## src/hw/rtl/c8raf_pkg.sv

```systemverilog
// ---------------------------------------------------------------------------
// c8raf_pkg
// Types, codes and the CRC-8 byte step shared by the register access framer.
// ---------------------------------------------------------------------------
package c8raf_pkg;

    localparam int DATA_W  = 32;
    localparam int CFG_IDX_W = 8;
    localparam int BUS_ADDR_W = 7;

    localparam logic [7:0] CRC_POLY   = 8'h07;
    localparam logic [7:0] LOW6_MASK  = 8'h3F;

    // configuration register indexes
    localparam logic [CFG_IDX_W-1:0] REG_BANK0_ADDR = 8'd0;
    localparam logic [CFG_IDX_W-1:0] REG_BANK1_ADDR = 8'd1;
    localparam logic [CFG_IDX_W-1:0] REG_BANK2_ADDR = 8'd2;
    localparam logic [CFG_IDX_W-1:0] REG_BANK3_ADDR = 8'd3;

    localparam logic [BUS_ADDR_W-1:0] BANK0_ADDR_RST = 7'd78;
    localparam logic [BUS_ADDR_W-1:0] BANK1_ADDR_RST = 7'd26;
    localparam logic [BUS_ADDR_W-1:0] BANK2_ADDR_RST = 7'd100;
    localparam logic [BUS_ADDR_W-1:0] BANK3_ADDR_RST = 7'd52;

    // result status codes
    localparam logic [1:0] ST_OK       = 2'd0;
    localparam logic [1:0] ST_BAD_BANK = 2'd1;
    localparam logic [1:0] ST_BAD_SIZE = 2'd2;
    localparam logic [1:0] ST_MISMATCH = 2'd3;

    localparam logic [2:0] BANK_0 = 3'd0;
    localparam logic [2:0] BANK_1 = 3'd1;
    localparam logic [2:0] BANK_2 = 3'd2;
    localparam logic [2:0] BANK_3 = 3'd3;

    typedef enum logic [1:0] {
        S_IDLE = 2'b01,
        S_RUN  = 2'b10
    } state_t;

    // one byte through CRC-8, MSB first
    function automatic logic [7:0] crc8_byte(input logic [7:0] crc, input logic [7:0] b);
        logic [7:0] c;
        c = crc ^ b;
        for (int k = 0; k < 8; k++) begin
            if (c[7])
            begin
                c = {c[6:0], 1'b0} ^ CRC_POLY;
            end
            else
            begin
                c = {c[6:0], 1'b0};
            end
        end
        return c;
    endfunction

endpackage

```

## src/hw/rtl/crc8_register_access_framer_top.sv

```systemverilog
// ---------------------------------------------------------------------------
// crc8_register_access_framer_top
// Forms bus address and register bytes for one register access and, for a
// protected bank, runs the CRC-8 check byte over the frame, one byte per cycle.
// ---------------------------------------------------------------------------
//  channel  handshake                 payload
//  -------  ------------------------  -----------------------------------------
//  in       in_valid / in_stall       func bank reg_addr byte_count data
//                                     received_crc
//  out      out_valid / out_stall     status addr_byte encoded_reg crc_value
//                                     transfer_length read_data
//  cfg      cfg_valid / cfg_ready     cfg_index cfg_data
//
//  A protected access with no size error runs its two header bytes and then
//  its byte_count data bytes through the CRC byte step between accept and
//  result load; other accesses go from accept straight to the result load.
//  Reset loads the bank addresses with their defaults; there is no clear pass.
//  While out_stall holds a finished result, a new result waits in the run
//  state and in_stall stays high.
// ---------------------------------------------------------------------------
module crc8_register_access_framer_top
    import c8raf_pkg::*;
#(
    parameter int MAX_DATA_BYTES = 4
)
(
    input  logic                  clk,
    input  logic                  rst_n,

    input  logic                  in_valid,
    output logic                  in_stall,
    input  logic                  func,
    input  logic [2:0]            bank,
    input  logic [7:0]            reg_addr,
    input  logic [2:0]            byte_count,
    input  logic [DATA_W-1:0]     data,
    input  logic [7:0]            received_crc,

    output logic                  out_valid,
    input  logic                  out_stall,
    output logic [1:0]            status,
    output logic [7:0]            addr_byte,
    output logic [7:0]            encoded_reg,
    output logic [7:0]            crc_value,
    output logic [3:0]            transfer_length,
    output logic [DATA_W-1:0]     read_data,

    input  logic                  cfg_valid,
    output logic                  cfg_ready,
    input  logic [CFG_IDX_W-1:0]  cfg_index,
    input  logic [BUS_ADDR_W-1:0] cfg_data
);

    localparam int FRAME_W = 8 * (MAX_DATA_BYTES + 2);
    localparam int CNT_W   = $clog2(MAX_DATA_BYTES + 3);
    localparam logic [2:0] MAX_CNT = 3'(MAX_DATA_BYTES);

    state_t state_reg, state_next;

    logic [BUS_ADDR_W-1:0] bank0_addr_reg, bank1_addr_reg, bank2_addr_reg, bank3_addr_reg;

    logic [FRAME_W-1:0] frame_reg;
    logic [CNT_W-1:0]   bytes_left_reg;
    logic [7:0]         crc_reg;
    logic [1:0]         err_reg;
    logic               write_reg;
    logic               prot_reg;
    logic [2:0]         count_reg;
    logic [DATA_W-1:0]  data_reg;
    logic [7:0]         rx_crc_reg;
    logic [7:0]         addr_byte_reg;
    logic [7:0]         enc_reg;
    logic [3:0]         len_reg;

    logic               out_valid_reg;
    logic [1:0]         status_reg;
    logic [7:0]         addr_out_reg;
    logic [7:0]         enc_out_reg;
    logic [7:0]         crc_out_reg;
    logic [3:0]         len_out_reg;
    logic [DATA_W-1:0]  rdata_out_reg;

    logic               in_fire;
    logic               finish;
    logic [BUS_ADDR_W-1:0] sel_addr;
    logic               sel_prot;
    logic [1:0]         in_err;
    logic [7:0]         in_addr_byte;
    logic [7:0]         in_enc;
    logic [1:0]         size_code;
    logic [1:0]         fin_status;
    logic [DATA_W-1:0]  fin_rdata;
    logic               mismatch;

    assign cfg_ready = 1'b1;
    assign in_stall  = (state_reg != S_IDLE);
    assign in_fire   = in_valid && !in_stall;
    assign finish    = (state_reg == S_RUN) && (bytes_left_reg == '0)
                       && (!out_valid_reg || !out_stall);

    // bank decode on the incoming beat
    always_comb
    begin
        sel_addr = bank0_addr_reg;
        sel_prot = 1'b0;
        case (bank)
            BANK_0:  sel_addr = bank0_addr_reg;
            BANK_1:
            begin
                sel_addr = bank1_addr_reg;
                sel_prot = 1'b1;
            end
            BANK_2:
            begin
                sel_addr = bank2_addr_reg;
                sel_prot = 1'b1;
            end
            BANK_3:  sel_addr = bank3_addr_reg;
            default: sel_addr = bank0_addr_reg;
        endcase

        // count 4 wraps to size code 3
        size_code = byte_count[1:0] - 2'd1;
        if (bank[2])
        begin
            in_err = ST_BAD_BANK;
        end
        else if (byte_count > MAX_CNT || (sel_prot && byte_count == 3'd0))
        begin
            in_err = ST_BAD_SIZE;
        end
        else
        begin
            in_err = ST_OK;
        end

        in_addr_byte = {sel_addr, ~func};
        in_enc       = sel_prot ? ((reg_addr & LOW6_MASK) | {size_code, 6'd0}) : reg_addr;
    end

    // result fields at the end of the run
    always_comb
    begin
        mismatch = prot_reg && !write_reg && (crc_reg != rx_crc_reg);
        if (err_reg != ST_OK)
        begin
            fin_status = err_reg;
        end
        else if (mismatch)
        begin
            fin_status = ST_MISMATCH;
        end
        else
        begin
            fin_status = ST_OK;
        end

        fin_rdata = '0;
        if (fin_status == ST_OK && !write_reg)
        begin
            for (int i = 0; i < DATA_W / 8; i++)
            begin
                if (3'(i) < count_reg)
                begin
                    fin_rdata[8*i +: 8] = data_reg[8*i +: 8];
                end
            end
        end
    end

    always_comb
    begin
        state_next = state_reg;
        case (state_reg)
            S_IDLE:  if (in_fire) state_next = S_RUN;
            S_RUN:   if (finish) state_next = S_IDLE;
            default: state_next = S_IDLE;
        endcase
    end

    always_ff @(posedge clk or negedge rst_n)
    begin
        if (!rst_n)
        begin
            state_reg      <= S_IDLE;
            bytes_left_reg <= '0;
            out_valid_reg  <= 1'b0;
            bank0_addr_reg <= BANK0_ADDR_RST;
            bank1_addr_reg <= BANK1_ADDR_RST;
            bank2_addr_reg <= BANK2_ADDR_RST;
            bank3_addr_reg <= BANK3_ADDR_RST;
        end
        else
        begin
            state_reg <= state_next;

            if (cfg_valid && cfg_ready)
            begin
                case (cfg_index)
                    REG_BANK0_ADDR: bank0_addr_reg <= cfg_data;
                    REG_BANK1_ADDR: bank1_addr_reg <= cfg_data;
                    REG_BANK2_ADDR: bank2_addr_reg <= cfg_data;
                    REG_BANK3_ADDR: bank3_addr_reg <= cfg_data;
                    default: ;
                endcase
            end

            if (in_fire)
            begin
                bytes_left_reg <= (sel_prot && in_err == ST_OK)
                                  ? CNT_W'(byte_count) + CNT_W'(2) : '0;
            end
            else if (bytes_left_reg != '0)
            begin
                bytes_left_reg <= bytes_left_reg - CNT_W'(1);
            end

            if (finish)
            begin
                out_valid_reg <= 1'b1;
            end
            else if (out_valid_reg && !out_stall)
            begin
                out_valid_reg <= 1'b0;
            end
        end
    end

    // datapath, no reset
    always_ff @(posedge clk)
    begin
        if (in_fire)
        begin
            frame_reg  <= {data[8*MAX_DATA_BYTES-1:0], in_enc, in_addr_byte};
            crc_reg    <= 8'd0;
            err_reg    <= in_err;
            write_reg  <= func;
            prot_reg   <= sel_prot;
            count_reg  <= byte_count;
            data_reg   <= data;
            rx_crc_reg <= received_crc;
            if (in_err == ST_OK)
            begin
                addr_byte_reg <= in_addr_byte;
                enc_reg       <= in_enc;
                len_reg       <= {1'b0, byte_count}
                                 + (sel_prot ? (func ? 4'd2 : 4'd1) : 4'd0);
            end
            else
            begin
                addr_byte_reg <= 8'd0;
                enc_reg       <= 8'd0;
                len_reg       <= 4'd0;
            end
        end
        else if (bytes_left_reg != '0)
        begin
            crc_reg   <= crc8_byte(crc_reg, frame_reg[7:0]);
            frame_reg <= {8'd0, frame_reg[FRAME_W-1:8]};
        end

        if (finish)
        begin
            status_reg    <= fin_status;
            addr_out_reg  <= addr_byte_reg;
            enc_out_reg   <= enc_reg;
            crc_out_reg   <= (err_reg == ST_OK && prot_reg) ? crc_reg : 8'd0;
            len_out_reg   <= len_reg;
            rdata_out_reg <= fin_rdata;
        end
    end

    assign out_valid       = out_valid_reg;
    assign status          = status_reg;
    assign addr_byte       = addr_out_reg;
    assign encoded_reg     = enc_out_reg;
    assign crc_value       = crc_out_reg;
    assign transfer_length = len_out_reg;
    assign read_data       = rdata_out_reg;

    a_accept_runs: assert property (@(posedge clk) disable iff (!rst_n)
        in_fire |=> state_reg == S_RUN)
        else $error("accepted beat did not start a run");

    a_step_in_run: assert property (@(posedge clk) disable iff (!rst_n)
        bytes_left_reg != '0 |-> state_reg == S_RUN && !finish)
        else $error("CRC step outside run or finish with bytes left");

    a_bad_bank_zero: assert property (@(posedge clk) disable iff (!rst_n)
        out_valid_reg && status_reg == ST_BAD_BANK |->
            addr_out_reg == 8'd0 && len_out_reg == 4'd0 && crc_out_reg == 8'd0)
        else $error("bad bank result carries nonzero fields");

    a_mismatch_no_data: assert property (@(posedge clk) disable iff (!rst_n)
        out_valid_reg && status_reg == ST_MISMATCH |-> rdata_out_reg == '0)
        else $error("check mismatch returned read data");

endmodule
```

## config.mk

```make
export PLATFORM = sky130hd
export DESIGN_NAME = crc8_register_access_framer_top
export DESIGN_NICKNAME = d
export VERILOG_FILES = /design/src/hw/rtl/c8raf_pkg.sv /design/src/hw/rtl/crc8_register_access_framer_top.sv
export SDC_FILE = /design/constraint.sdc
export NUM_CORES = 1
export LEC_CHECK = 0
export BUFFER_PORTS_ARGS = -buffer_cell sky130_fd_sc_hd__buf_2
export CORE_UTILIZATION = 55
export CTS_BUF_LIST = sky130_fd_sc_hd__clkbuf_16
export DETAILED_ROUTE_END_ITERATION = 8
export GPL_TIMING_DRIVEN = 0
export PLACE_DENSITY = 0.81
export SLEW_MARGIN = 10
export SYNTH_ARGS = -nofsm -noshare
export SYNTH_HDL_FRONTEND = slang
export SYNTH_SLANG_ARGS = --single-unit
```

## constraint.sdc

```tcl
create_clock -name clk -period 10.7 [get_ports clk]
set_input_delay 1.07 -clock clk [delete_from_list [all_inputs] [get_ports clk]]
set_output_delay 1.07 -clock clk [all_outputs]
set_load 0.02 [all_outputs]
```

Yosys cells after proc, flatten, opt, wreduce, memory -nomap -nowiden --
Cells that the tools add are included.
Operators by class: $add $sub $neg 4, order comparisons 5, eq/ne operators 12, multiplexer cells 41, bitwise operators 11, reductions and logical operators 36
Operators with widths (count):
- 2-to-1 mux 8 bit | 15
- 2-to-1 mux 48 bit | 2
- 2-to-1 mux 3 bit | 11
- inverter 3 bit | 8
- case mux 7 bit (3 select lines) | 1
- AND reduction 2 bit | 9
- == test 8 x 2 -> 1 bit, second input constant | 2
- 2-to-1 mux 2 bit | 8
- logical AND 1 bit | 10
- == test 8 x 1 -> 1 bit, second input constant | 1
- zero test 8 bit | 1
- != test 8 bit | 1
- OR 6 x 8 -> 8 bit | 1
- XOR 8 bit | 1
- == test 3 x 2 -> 1 bit, second input constant | 2
- zero test 2 bit | 3
- zero test 3 bit | 2
- less-than comparator 1 x 3 -> 1 bit, first input constant | 2
- less-than comparator 2 x 3 -> 1 bit, first input constant | 2
- nonzero test 2 bit | 3
- adder 3 x 2 -> 4 bit | 1
- zero test 1 bit | 4
- != test 2 bit, second input constant | 2
- case mux 2 bit (2 select lines) | 1
- other kinds (13) | 16
Word-level totals: bits in registers 219, input bits 75, word-level logic and storage cells 136

Depth between registers and ports, before layout --
Gate-level depths: netlist of run 1.
depth after elaboration 31, depth in mapped cells 9, depth with buffers taken out 7

Worst setup path before layout of run 1 --
No wires, ideal clock.
path type register to register, start point register bytes_left_reg[0], end point register addr_out_reg[0], in the netlist addr_byte[0], enable pin, arrival 4.321 ns, data required time 10.195 ns, slack 5.873 ns, cell stages (with the launch flop) 7, buffers on the path 1, cells stage by stage dfrtp_1 > inv_1 > ha_1 > nor2b_1 > clkbuf_1 > nand2_1 > a21oi_1
On the way: cells in the longest elaborated chain, start to end 3
Ends and longest elaborated chain:
- start: declaration | RTL line crc8_register_access_framer_top.sv:63 | logic [CNT_W-1:0] bytes_left_reg;
- start signal: assignment | RTL line crc8_register_access_framer_top.sv:210 | bytes_left_reg <= (sel_prot && in_err == ST_OK)
- start signal: assignment | RTL line crc8_register_access_framer_top.sv:215 | bytes_left_reg <= bytes_left_reg - CNT_W'(1);
- zero test 3 bit | RTL line crc8_register_access_framer_top.sv:98 | assign finish = (state_reg == S_RUN) && (bytes_left_reg == '0)
- logical AND 1 bit | RTL line crc8_register_access_framer_top.sv:98
- logical AND 1 bit | RTL line crc8_register_access_framer_top.sv:99 | && (!out_valid_reg || !out_stall);
- via finish | RTL line crc8_register_access_framer_top.sv:84 | logic finish;
- end signal: assignment | RTL line crc8_register_access_framer_top.sv:265 | addr_out_reg <= addr_byte_reg;
- end: declaration | RTL line crc8_register_access_framer_top.sv:77 | logic [7:0] addr_out_reg;
The timed path passes the listed nets, and every way through them passes these cells. A chain may end at the register's enable or synchronous reset.

Worst setup path in the final report of run 1 --
start point input bank[1], end point register len_reg[1] (data pin)
On the way: cells in the longest elaborated chain, start to end 8, elaborated cells between the ends (all ways) 11, classes of those cells 1 x add/sub; 2 x eq/ne; 4 x mux; 4 x reduce/logical
Ends and longest elaborated chain:
- start: declaration | RTL line crc8_register_access_framer_top.sv:33 | input logic [2:0] bank,
- == test 3 x 2 -> 1 bit / == test 3 x 1 -> 1 bit (equally long branches) | RTL line crc8_register_access_framer_top.sv:106 | case (bank)
- OR reduction 2 bit (no line) *
- 2-to-1 mux 1 bit * | RTL line crc8_register_access_framer_top.sv:106
- via sel_prot | RTL line crc8_register_access_framer_top.sv:86 | logic sel_prot;
- branches (longest 5 deep; another with adder 3 x 2 -> 4 bit)
- end signal: assignment | RTL line crc8_register_access_framer_top.sv:246 | len_reg <= {1'b0, byte_count}
- end: declaration | RTL line crc8_register_access_framer_top.sv:73 | logic [3:0] len_reg;
Mark *: on every way through the listed nets, which the timed path passes.

==> results by group, run 1 <==
Floorplanning
  – Die height: between 100 and 150 um
  – # rows: between 40 and 50
  – Initial core utilization: 0.5627
  – Placeable Area: roughly 0.016 mm^2
  – IO Pins: 140
  – Die ar.: 0.01671 mm^2
  – Die width: approximately 130 um

Global route
  – GRT Overall Usage: 0.2238
  – Vias in the first global route: around 5400
  – Initial antenna violation count: 0
  – GR Overflow Total: 0
  – Pin count of the biggest net entering global routing: between 60 and 70
  – First-pass GRT wire length: ~28000 um

STA
  – Final Critical Period: around 3000 ps
  – PnR worst setup slack: roughly 7700 ps
  – Slew @ Worst Pin: 880.0 ps
  – Period Utilization, post-route: 0.2790
  – Final hold violation count: 0
  – FMAX: about 330 MHz
  – Slew HR: 0.4098
  – Pins Over Slew Limit: 0
  – Setup TNS: 0 ps
  – RSZ-0062 raised after global routing: false
  – Worst clock skew: around 12 ps
  – Final setup viols: 0

Logic synthesis
  – Synthesized flop and latch total: 219
  – Syn Area/Cell: 14.11 um^2
  – Register area share after synthesis: 0.7123
  – Mapped Cells: between 600 and 700
  – Synth area leaders: edfxtp_1 (60%), dfrtp_1 (5.6%), nand2_1 (4.6%)
  – Number of synthesized flops with an enable pin: roughly 180
  – Main flop type after synthesis: edfxtp_1
  – Net Count, Synth: about 710
  – Synth warn: 0
  – Async SR Flop Fraction: 0.1553
  – Synth unique cells: 45
  – Synth area leader: edfxtp_1
  – Mapped Area: 0.008906 mm^2
  – Post-synth top area share: 0.5968

Worst setup path
  – Setup crit start kind: input pin
  – FF-to-FF setup slack: slightly below 8000 ps
  – CP max stage delay: around 420 ps
  – Crit path kind: in -> reg
  – Worst path cell trace: clkbuf_1, xor2_1, and2_1, clkbuf_1, nor2b_1, ha_1, fa_1, and2_1
  – Req. time, crit path: 10950 ps
  – CP max FO: 9
  – CP Capture Type: flop
  – Worst path arrival time: approximately 3200 ps
  – CP max stage cell: fa_1

CTS
  – Clk sink count: ~220
  – CTS buffer count: 21
  – CTS tree: built
  – CTS Root Cell: clkbuf_16
  – Clock slew at reported path FFs: roughly 70 ps
  – Post_cts resized: 0
  – CTS H-tree depth: 1
  – Hold-fix buffers at CTS: 0
  – Clock latency on the worst-skew pair: 490 ps
  – Post-CTS Setup Inserts: 0
  – Clock buffer depth: 3

Final layout
  – Fin nets: slightly below 900
  – Fillers: 1095
  – Commonest non-fill, non-tap cells in the layout: edfxtp_1 (177), buf_2 (136), nand2_1 (109)
  – Max reg flops: 48
  – Finished Layout Cells: 1024
  – Commonest non-fill, non-tap cell in the layout: edfxtp_1
  – ANT cells: 0
  – Core Util, Final: 0.6692
  – Share of cells above drive strength 1: 0.2797
  – Synth-to-layout area growth: 18.94%

Drt
  – Vias per cell: 5.449
  – Residual DRC: 0
  – WL final: between 15000 and 20000 um
  – Drt initial violations: roughly 530
  – Wire per inst: ~18 um
  – Remaining antenna violation count after routing: 0
  – Via count: 5580
  – DR pass1 iterations: 5

Power
  – Lkg Pwr: 4.310 nW
  – Overall Power: between 2 and 3 mW
  – Power per cell area: approximately 260 mW/mm^2
  – Peak supply drop: 0.1429 mV

Min path
  – Hold Path Class: reg -> reg

Placed design
  – DP HPWL: 13400 um
  – Dpl cells: a little under 1000
  – GPL Wtd Cong: 0.8431
  – Buffers on Ports: 136
  – Setup WS pre-CTS: between 7000 and 8000 ps

Outcome
  – Outcome: completed

Flow run
  – Max Cap Viol: 0
## synthesized netlist by cell type, types with 8 or more instances
library cell and instances:
edfxtp_1 177, nand2_1 110, mux2_2 35, clkbuf_1 28, nand3_1 26, o21ai_0 25, nor3_1 24, dfrtp_1 20
and2_1 18, nor2_1 16, dfstp_2 14, xor2_1 13, xnor2_1 12, a21oi_1 10, inv_1 9, o22ai_1 9
and3_1 8, dfxtp_1 8, nor4bb_1 8
## area by class of cell
cell class                 count  area, um^2  area share
tap                          216       270.3     0.02551
multi-input combinational    373        2426      0.2290
sequential                   219        6344      0.5989
clock buffer                  21       525.5     0.04961
timing repair buffer         140       775.7     0.07323
buffer                        30       120.1     0.01134
clock inverter                16       97.59    0.009213
inverter                       9       33.78    0.003189
## stage by stage
step           hold WS [ps]  cell area (um^2)
2_1_floorplan         400.3              8906
3_3_place_gp          403.7              9857
3_5_place_dp          404.5              9970
4_1_cts               419.5             10590
5_1_grt               421.9             10590
6_report              419.2             10590
## metal layers
| metal | vias up | wire length (um) | track usage |
|---|---|---|---|
| li1 | 2615 | - | - |
| met1 | 2689 | 7611 | 0.3010 |
| met2 | 234 | 9059 | 0.3675 |
| met3 | 42 | 1335 | 0.03344 |
| met4 | 0 | 548 | 0.09481 |
| met5 | - | 0 | 0 |
## report_power, final
part           internal, mW  leakage [nW]  switching [mW]
Combinational         0.316          1.79           0.440
Sequential             1.20          2.21          0.0893
Clock                 0.381         0.309           0.300
Total                  1.90          4.31           0.830
## cells by family (layout without fill, tap and decap cells)
family / count (synthesis) / count (layout) / synth area share
AO/OA/AOI/OAI: 62 / 62 / 0.04229
adder cells (fa/ha/maj): 6 / 6 / 0.009272
buffers and inverters: 39 / 216 / 0.01686
multiplexers: 37 / 37 / 0.04650
other: 1 / 1 / 0.0004211
flip-flops: 219 / 219 / 0.7123
XOR/XNOR: 32 / 32 / 0.04257
AND/OR/NAND/NOR: 235 / 235 / 0.1298
## worst max-delay path: cells and delay by family
kind | cells | cell delay, ps
buf+inv | 2 | 640
fa+ha+maj | 2 | 610
simple gates | 3 | 510
xor+xnor | 1 | 390
## worst paths after layout
check,startpoint,cells after the start,endpoint
worst max-delay path,bank[1],8,len_reg[1]$_SDFFCE_PP0P_
worst min-delay path,addr_byte_reg[1]$_SDFFCE_PP0P_,0,addr_byte[1]$_DFFE_PP_
worst max register to register,bytes_left_reg[0]$_DFFE_PN0P_,7,read_data[24]$_SDFFCE_PN0P_
worst min register to register,addr_byte_reg[1]$_SDFFCE_PP0P_,0,addr_byte[1]$_DFFE_PP_
max in group asynchronous,rst_n,1,state_reg[1]$_DFFE_PN0P_
min in group asynchronous,rst_n,1,bank3_addr_reg[0]$_DFFE_PN0P_
No activity file was read; power rests on OpenSTA's default activity.
==> run 2: changes to the inputs <==
- ABC_AREA: not set -> 1
- CORE_UTILIZATION: 55 -> 51
- PLACE_DENSITY: 0.81 -> 0.79
- clock period: 10.7 -> 2.6 ns (I/O delays scaled with it)
==> results by group, run 2 <==
Drt
  – Remaining antenna violation count after routing: 0 (unchanged)
  – WL met3: 1056 um (-21%)
  – DR pass1 iterations: 5 (unchanged)
  – WL final: 19630 um (+5.8%)
  – Residual DRC: 0 (unchanged)
  – Drt initial violations: 509 (-3.4%)
  – DR top layer: met4
  – Wire per inst: 15.62 um (-14%)
  – DR WL met2: 9761 um (+7.7%)
  – DRT met1 WL: 8303 um (+9.1%)
  – Vias per cell: 4.986 (-8.5%)
  – Via count: 6268 (+12%)

STA
  – Worst hold margin: 26.27 ps (-392.9 ps)
  – Slew HR: 0.5029 (+0.09312)
  – Period Utilization, post-route: 0.8168
  – Final setup viols: 0 (unchanged)
  – PnR worst setup slack: 476.4 ps (-7238 ps)
  – Pins Over Slew Limit: 0 (unchanged)
  – FMAX: 470.9 MHz
  – Setup TNS: 0 ps (unchanged)
  – Worst clock skew: 11.36 ps (-0.1938 ps)
  – RSZ-0062 raised after global routing: false
  – Final hold violation count: 0 (unchanged)
  – Slew @ Worst Pin: 745.6 ps (-134.4 ps)
  – Final Critical Period: about 2100 ps

Power
  – Lkg Pwr: 5.026 nW (+17%)
  – Switching Fraction: 0.3127 (+0.008285)
  – Switch Pwr: 3.681 mW (+340%)
  – Peak supply drop: 0.5391 mV (+280%)
  – Sequential share of power: 0.450 (-0.023)
  – Power per cell area: 1036 mW/mm^2 (+300%)
  – Clk pwr share: 0.291 (+0.041)
  – Internal Pwr Total: 8.093 mW (+330%)
  – Comb power frac: 0.258 (-0.020)

Worst setup path
  – R2R depth: 8 (+1)
  – Setup crit start kind: flop
  – CP Capture Type: flop
  – Worst reg2reg startpoint: bytes_left_reg[0]$_DFFE_PN0P_
  – CP max FO: 25 (+16)
  – FF-to-FF setup slack: 480 ps (-7370 ps)
  – Crit path kind: reg -> reg
  – Crit Reg-Reg Endpoint: read_data[3]$_SDFFCE_PN0P_
  – Worst path arrival time: 2330 ps (-910 ps)
  – Worst setup path startpoint: bytes_left_reg[0]$_DFFE_PN0P_
  – Req. time, crit path: 2810 ps (-8140 ps)

CTS
  – Post_cts resized: 0 (unchanged)
  – Clk sink count: 219 (unchanged)
  – Clock buffer depth: 3 (unchanged)
  – Hold-fix buffers at CTS: 44 (+44)
  – Clock latency on the worst-skew pair: 510 ps (+20 ps)
  – CTS Root Cell: clkbuf_16
  – CTS H-tree depth: 1 (unchanged)
  – CTS tree: built
  – Post-CTS Setup Inserts: 0 (unchanged)
  – CTS buffer count: 23 (+9.5%)
  – Clock slew at reported path FFs: 60 ps (about the same)

Final layout
  – Share of cells above drive strength 1: 0.2267 (-0.05296)
  – ANT cells: 0 (unchanged)
  – Commonest non-fill, non-tap cell in the layout: nand2_1
  – Fin nets: 1096 (+25%)
  – Core Util, Final: 0.6568 (-0.01242)
  – Synth-to-layout area growth: 26.04%
  – Max reg flops: 48 (unchanged)
  – Commonest non-fill, non-tap cells in the layout: nand2_1 (234), edfxtp_1 (177), buf_2 (144)

Global route
  – Pin count of the biggest net entering global routing: 56 (-8.2%)
  – GR Overflow Total: 0 (unchanged)
  – Initial antenna violation count: 0 (unchanged)
  – GRT Overall Usage: 0.2196 (-0.004156)
  – First-pass GRT wire length: 30550 um (+8.5%)
  – Vias in the first global route: 6111 (+13%)

Floorplanning
  – # rows: 48 (+4.3%)
  – Initial core utilization: 0.5211 (-0.04157)
  – Die ar.: 0.01821 mm^2 (+9.0%)
  – Die height: 134.9 um (+4.4%)
  – IO Pins: 140 (unchanged)
  – Die width: 134.9 um (+4.4%)
  – Placeable Area: 0.01730 mm^2 (+9.3%)

Placed design
  – Buffers on Ports: 138 (+1.5%)
  – DP HPWL: 12970 um (-3.2%)
  – Setup WS pre-CTS: 446.4 ps (-6778 ps)
  – GPL Wtd Cong: 0.8506 (+0.89%)

Logic synthesis
  – Synth area leader: edfxtp_1
  – Most common cell in the netlist: nand2_1
  – Synthesized flop and latch total: 219 (unchanged)
  – Mapped Area: 0.009014 mm^2 (+1.2%)
  – Synth unique cells: 38 (-16%)
  – Synth area leaders: edfxtp_1 (59%), nand2_1 (9.8%), dfrtp_1 (5.6%)
  – Mapped Cells: 803 (+27%)
  – Synth top cells by count: nand2_1 (235), edfxtp_1 (177), inv_1 (104), nor2_1 (82), o21ai_0 (49)
  – Async SR Flop Fraction: 0.1553 (unchanged)
  – Syn Area/Cell: 11.22 um^2 (-20%)
  – Post-synth top area share: 0.5897 (-0.007124)
  – Net Count, Synth: 884 (+24%)
  – Number of synthesized flops with an enable pin: 177 (unchanged)
  – Synth warn: 0 (unchanged)
  – Register area share after synthesis: 0.7038 (-0.008503)
  – Main flop type after synthesis: edfxtp_1

Min path
  – Hold Crit Start: cfg_data[3]
  – Hold Path Class: in -> reg
  – Worst hold path cell count: 3 (+3)
  – Worst hold endpoint: bank1_addr_reg[3]$_DFFE_PN1P_

Outcome
  – Outcome: completed

Flow run
  – Max Cap Viol: 0 (unchanged)
run 2: cell types whose count changed after synthesis, moves of 8 or more:
cell,previous run,this run
and2_1,18,0
and3_1,8,0
clkbuf_1,28,7
inv_1,9,104
mux2_2,35,0
nand2_1,110,235
nor2_1,16,82
nor3_1,24,1
nor4bb_1,8,0
o21ai_0,25,49
o21ai_1,0,11
o22ai_1,9,1
xor2_1,13,2
run 2: metal layers:
metal | vias up | global-route usage
li1 | 3041 | -
met1 | 2968 | 0.2936
met2 | 220 | 0.3691
met3 | 39 | 0.03041
met4 | 0 | 0.07803
met5 | - | 0
run 2: logic make-up after synthesis:
kind of cell    count (synthesis)  share of synthesized area
simple gates                  361                     0.1689
buf+inv                       128                    0.05955
xor+xnor                       15                    0.01458
compound gates                 73                    0.04359
other cells                     1                  0.0004160
flops                         219                     0.7038
fa+ha+maj                       6                   0.009162
run 2: power groups by stage:
stage,registers (mW),clock network (mW),logic [mW]
after floorplan,5.38,0,2.01
after global placement,5.37,0,2.75
after detailed placement,5.36,0,2.98
after CTS,5.29,3.47,3.05
after global routing,5.37,3.61,3.43
final,5.30,3.43,3.04
run 2: how the worst max path moves through the flow:
stage                     slack [ps]                           to  depth (start not counted)
after floorplan                  220       addr_byte[0]$_DFFE_PP_                          6
after global placement          -470   crc_value[7]$_SDFFCE_PN0P_                          6
after global routing             380  read_data[11]$_SDFFCE_PN0P_                          8
after CTS                        460      frame_reg[19]$_DFFE_PP_                          4
after detailed placement         450  frame_reg[44]$_SDFFCE_PN0P_                          4
final                            480   read_data[3]$_SDFFCE_PN0P_                          8
run 2: per-stage QoR:
stage,power (mW),cell area [um^2],cells
floorplan,7.389,9026,803
global placement,8.118,9998,1166
detailed placement,8.333,10130,1171
CTS,11.82,11360,1257
global route,12.41,11360,1257
finish,11.77,11360,1257
run 2: area by class of cell:
type / instances / area (um^2)
plain buffers: 20 / 135.1
clock buffers: 23 / 575.6
clock inverters: 19 / 219.0
fillers: 1290 / 5936
inverters: 108 / 405.4
multi-input cells: 456 / 2147
flip-flops and latches: 219 / 6344
well taps: 225 / 281.5
repair buffers: 187 / 1254
run 2: worst max-delay path, cell delays in order (launching register included):
cell and delay [ps]:
dfrtp_1 360, inv_1 120, ha_1 180, inv_1 40, nor2_1 270, nand2_1 180
a21oi_4 230, buf_16 210, buf_12 200
==> run 3: changes to the inputs <==
- ABC_AREA: 1 -> 0
- CORE_UTILIZATION: 51 -> 55
- PLACE_DENSITY: 0.79 -> 0.81
- clock period: 2.6 -> 2 ns (I/O delays scaled with it)
==> results by group, run 3 (synthesis results as in run 1) <==
Outcome
  – Outcome: completed

Power
  – Comb power frac: 0.298 (+0.040)
  – Internal Pwr Total: 10.39 mW (+28%)
  – Overall Power: 15.18 mW (+29%)
  – Peak supply drop: 0.8071 mV (+50%)
  – Power per cell area: 1342 mW/mm^2 (+30%)
  – Lkg Pwr: 4.649 nW (-7.5%)
  – Clk pwr share: 0.244 (-0.047)
  – Switch Pwr: 4.788 mW (+30%)
  – Sequential share of power: 0.458 (+0.008)
  – Switching Fraction: 0.3154 (+0.002762)

Global route
  – First-pass GRT wire length: 32090 um (+5.0%)
  – GR Overflow Total: 0 (unchanged)
  – Initial antenna violation count: 1 (+1)
  – Pin count of the biggest net entering global routing: 77 (+38%)
  – Vias in the first global route: 5956 (-2.5%)
  – GRT Overall Usage: 0.2563 (+0.03663)

Final layout
  – Commonest non-fill, non-tap cells in the layout: edfxtp_1 (177), buf_2 (136), nand2_1 (108)
  – Commonest non-fill, non-tap cell in the layout: edfxtp_1
  – Fin nets: 932 (-15%)
  – Share of cells above drive strength 1: 0.2978 (+0.07105)
  – Fillers: 1004 (-22%)
  – Multi-input gate area: 0.002541 mm^2 (+18%)
  – Max reg flops: 48 (unchanged)
  – Finished Layout Cells: 1080 (-14%)
  – Core Util, Final: 0.7145 (+0.05764)
  – Synth-to-layout area growth: 26.97%
  – Storage element area: 0.006344 mm^2 (unchanged)

Drt
  – WL final: 21040 um (+7.2%)
  – Via count: 6038 (-3.7%)
  – Vias per cell: 5.591 (+12%)
  – Wire per inst: 19.49 um (+25%)
  – DR pass1 iterations: 7 (+2)
  – Remaining antenna violation count after routing: 0 (unchanged)
  – Drt initial violations: 691 (+36%)
  – Residual DRC: 0 (unchanged)

Worst setup path
  – CP Buf/Inv Count: 4 (unchanged)
  – CP Capture Type: flop
  – Most common cell on crit path: buf_12
  – CP max stage cell: dfrtp_1
  – Critical path's top delay family: buffers and inverters
  – CP max stage delay: 400 ps (+40 ps)
  – CP max FO: 31 (+24%)
  – Req. time, crit path: 2190 ps (-620 ps)
  – Worst path cell trace: inv_2, ha_4, nor2b_4, buf_8, nand2_4, a21oi_4, buf_12, buf_12
  – Setup crit start kind: flop
  – Worst path arrival time: 2130 ps (-200 ps)
  – Crit path kind: reg -> reg

Placed design
  – Buffers on Ports: 136 (-1.4%)
  – DP HPWL: 13160 um (+1.5%)
  – Setup WS pre-CTS: -545.8 ps (-992.2 ps)
  – Dpl cells: 985 (-16%)
  – GPL Wtd Cong: 0.8632 (+1.5%)

STA
  – Final setup viols: 0 (unchanged)
  – PnR worst setup slack: 57.75 ps (-418.7 ps)
  – Worst clock skew: 12.96 ps (+1.593 ps)
  – Final hold violation count: 0 (unchanged)
  – Final Critical Period: 1942 ps (-181.3 ps)
  – Slew HR: 0.5037 (+0.0007610)
  – Pins Over Slew Limit: 0 (unchanged)
  – Slew @ Worst Pin: 744.4 ps (-1.141 ps)
  – RSZ-0062 raised after global routing: false
  – Period Utilization, post-route: 0.9711 (+0.1544)
  – Worst hold margin: 26.65 ps (+0.3824 ps)
  – FMAX: 514.9 MHz (+9.3%)

CTS
  – CTS Root Cell: clkbuf_16
  – Clock buffer depth: 3 (unchanged)
  – CTS H-tree depth: 1 (unchanged)
  – Clk sink count: 219 (unchanged)
  – Clock slew at reported path FFs: 60 ps (about the same)
  – CTS buffer count: 22 (-4.3%)
  – Clock latency on the worst-skew pair: 500 ps (about the same)
  – CTS tree: built

Floorplanning
  – Initial core utilization: 0.5627 (+0.04157)
  – IO Pins: 140 (unchanged)
  – Placeable Area: 0.01583 mm^2 (-8.5%)
  – Die width: 129.3 um (-4.2%)
  – # rows: 46 (-4.2%)
  – Die height: 129.3 um (-4.2%)
  – Die ar.: 0.01671 mm^2 (-8.3%)

Min path
  – Hold Path Class: in -> reg

Flow run
  – Max Cap Viol: 0 (unchanged)
run 3: final timing paths:
| kind | startpoint | to | depth (start not counted) | slack [ps] |
|---|---|---|---|---|
| min | reg_addr[5] | enc_reg[5]$_SDFFCE_PP0P_ | 2 | 30 |
| min in group asynchronous | rst_n | bytes_left_reg[0]$_DFFE_PN0P_ | 2 | 310 |
| min reg2reg | addr_byte_reg[4]$_SDFFCE_PP0P_ | addr_byte[4]$_DFFE_PP_ | 0 | 420 |
| max in group asynchronous | rst_n | out_valid$_DFFE_PN0P_ | 2 | 1210 |
| max | bytes_left_reg[1]$_DFFE_PN0P_ | encoded_reg[4]$_DFFE_PP_ | 8 | 60 |
| max reg2reg | bytes_left_reg[1]$_DFFE_PN0P_ | encoded_reg[4]$_DFFE_PP_ | 8 | 60 |
run 3: metrics by stage:
step / cell area [um^2] / TNS, ps
CTS: 11260 / 0
finish: 11310 / 0
floorplan: 8999 / -39900
global route: 11310 / 0
global placement: 9950 / -94400
detailed placement: 9997 / -55750
run 3: worst reg2reg max path: stages, from the launching register on:
cell and delay [ps]:
dfrtp_1 400, inv_2 110, ha_4 160, nor2b_4 180, buf_8 190, nand2_4 90
a21oi_4 140, buf_12 150, buf_12 200
run 3: area by class of cell:
cell class | instances | area share
Sequential cell | 219 | 0.5610
Multi-Input combinational cell | 374 | 0.2247
Timing Repair Buffer | 195 | 0.1148
Clock buffer | 23 | 0.05090
Tap cell | 216 | 0.02390
Buffer | 30 | 0.01638
Clock inverter | 13 | 0.005090
Inverter | 9 | 0.002987
Antenna cell | 1 | 0.0002213
run 3: routing by layer:
layer | track usage | vias up | share of wire
li1 | - | 2747 | -
met1 | 0.3338 | 2868 | 0.38
met2 | 0.4393 | 364 | 0.50
met3 | 0.03344 | 59 | 0.079
met4 | 0.1024 | 0 | 0.037
met5 | 0 | - | 0
run 3: what timing repair did:
item	in CTS	in global routing
gates cloned	1	0
pin swaps	1	2
hold buffers	52	0
hold endpoints to repair	91	0
gates resized for setup	15	22
setup endpoints to repair	226	209
buffers inserted	4	1
run 3: power groups by stage:
| stage | Combinational, mW | Clock, mW | Sequential [mW] |
|---|---|---|---|
| 6_report | 4.52 | 3.70 | 6.96 |
| 5_1_grt | 4.86 | 3.89 | 7.05 |
| 4_1_cts | 4.30 | 3.69 | 6.92 |
| 3_5_place_dp | 4.00 | 0 | 7.01 |
| 3_3_place_gp | 3.76 | 0 | 6.96 |
| 2_1_floorplan | 2.90 | 0 | 6.95 |
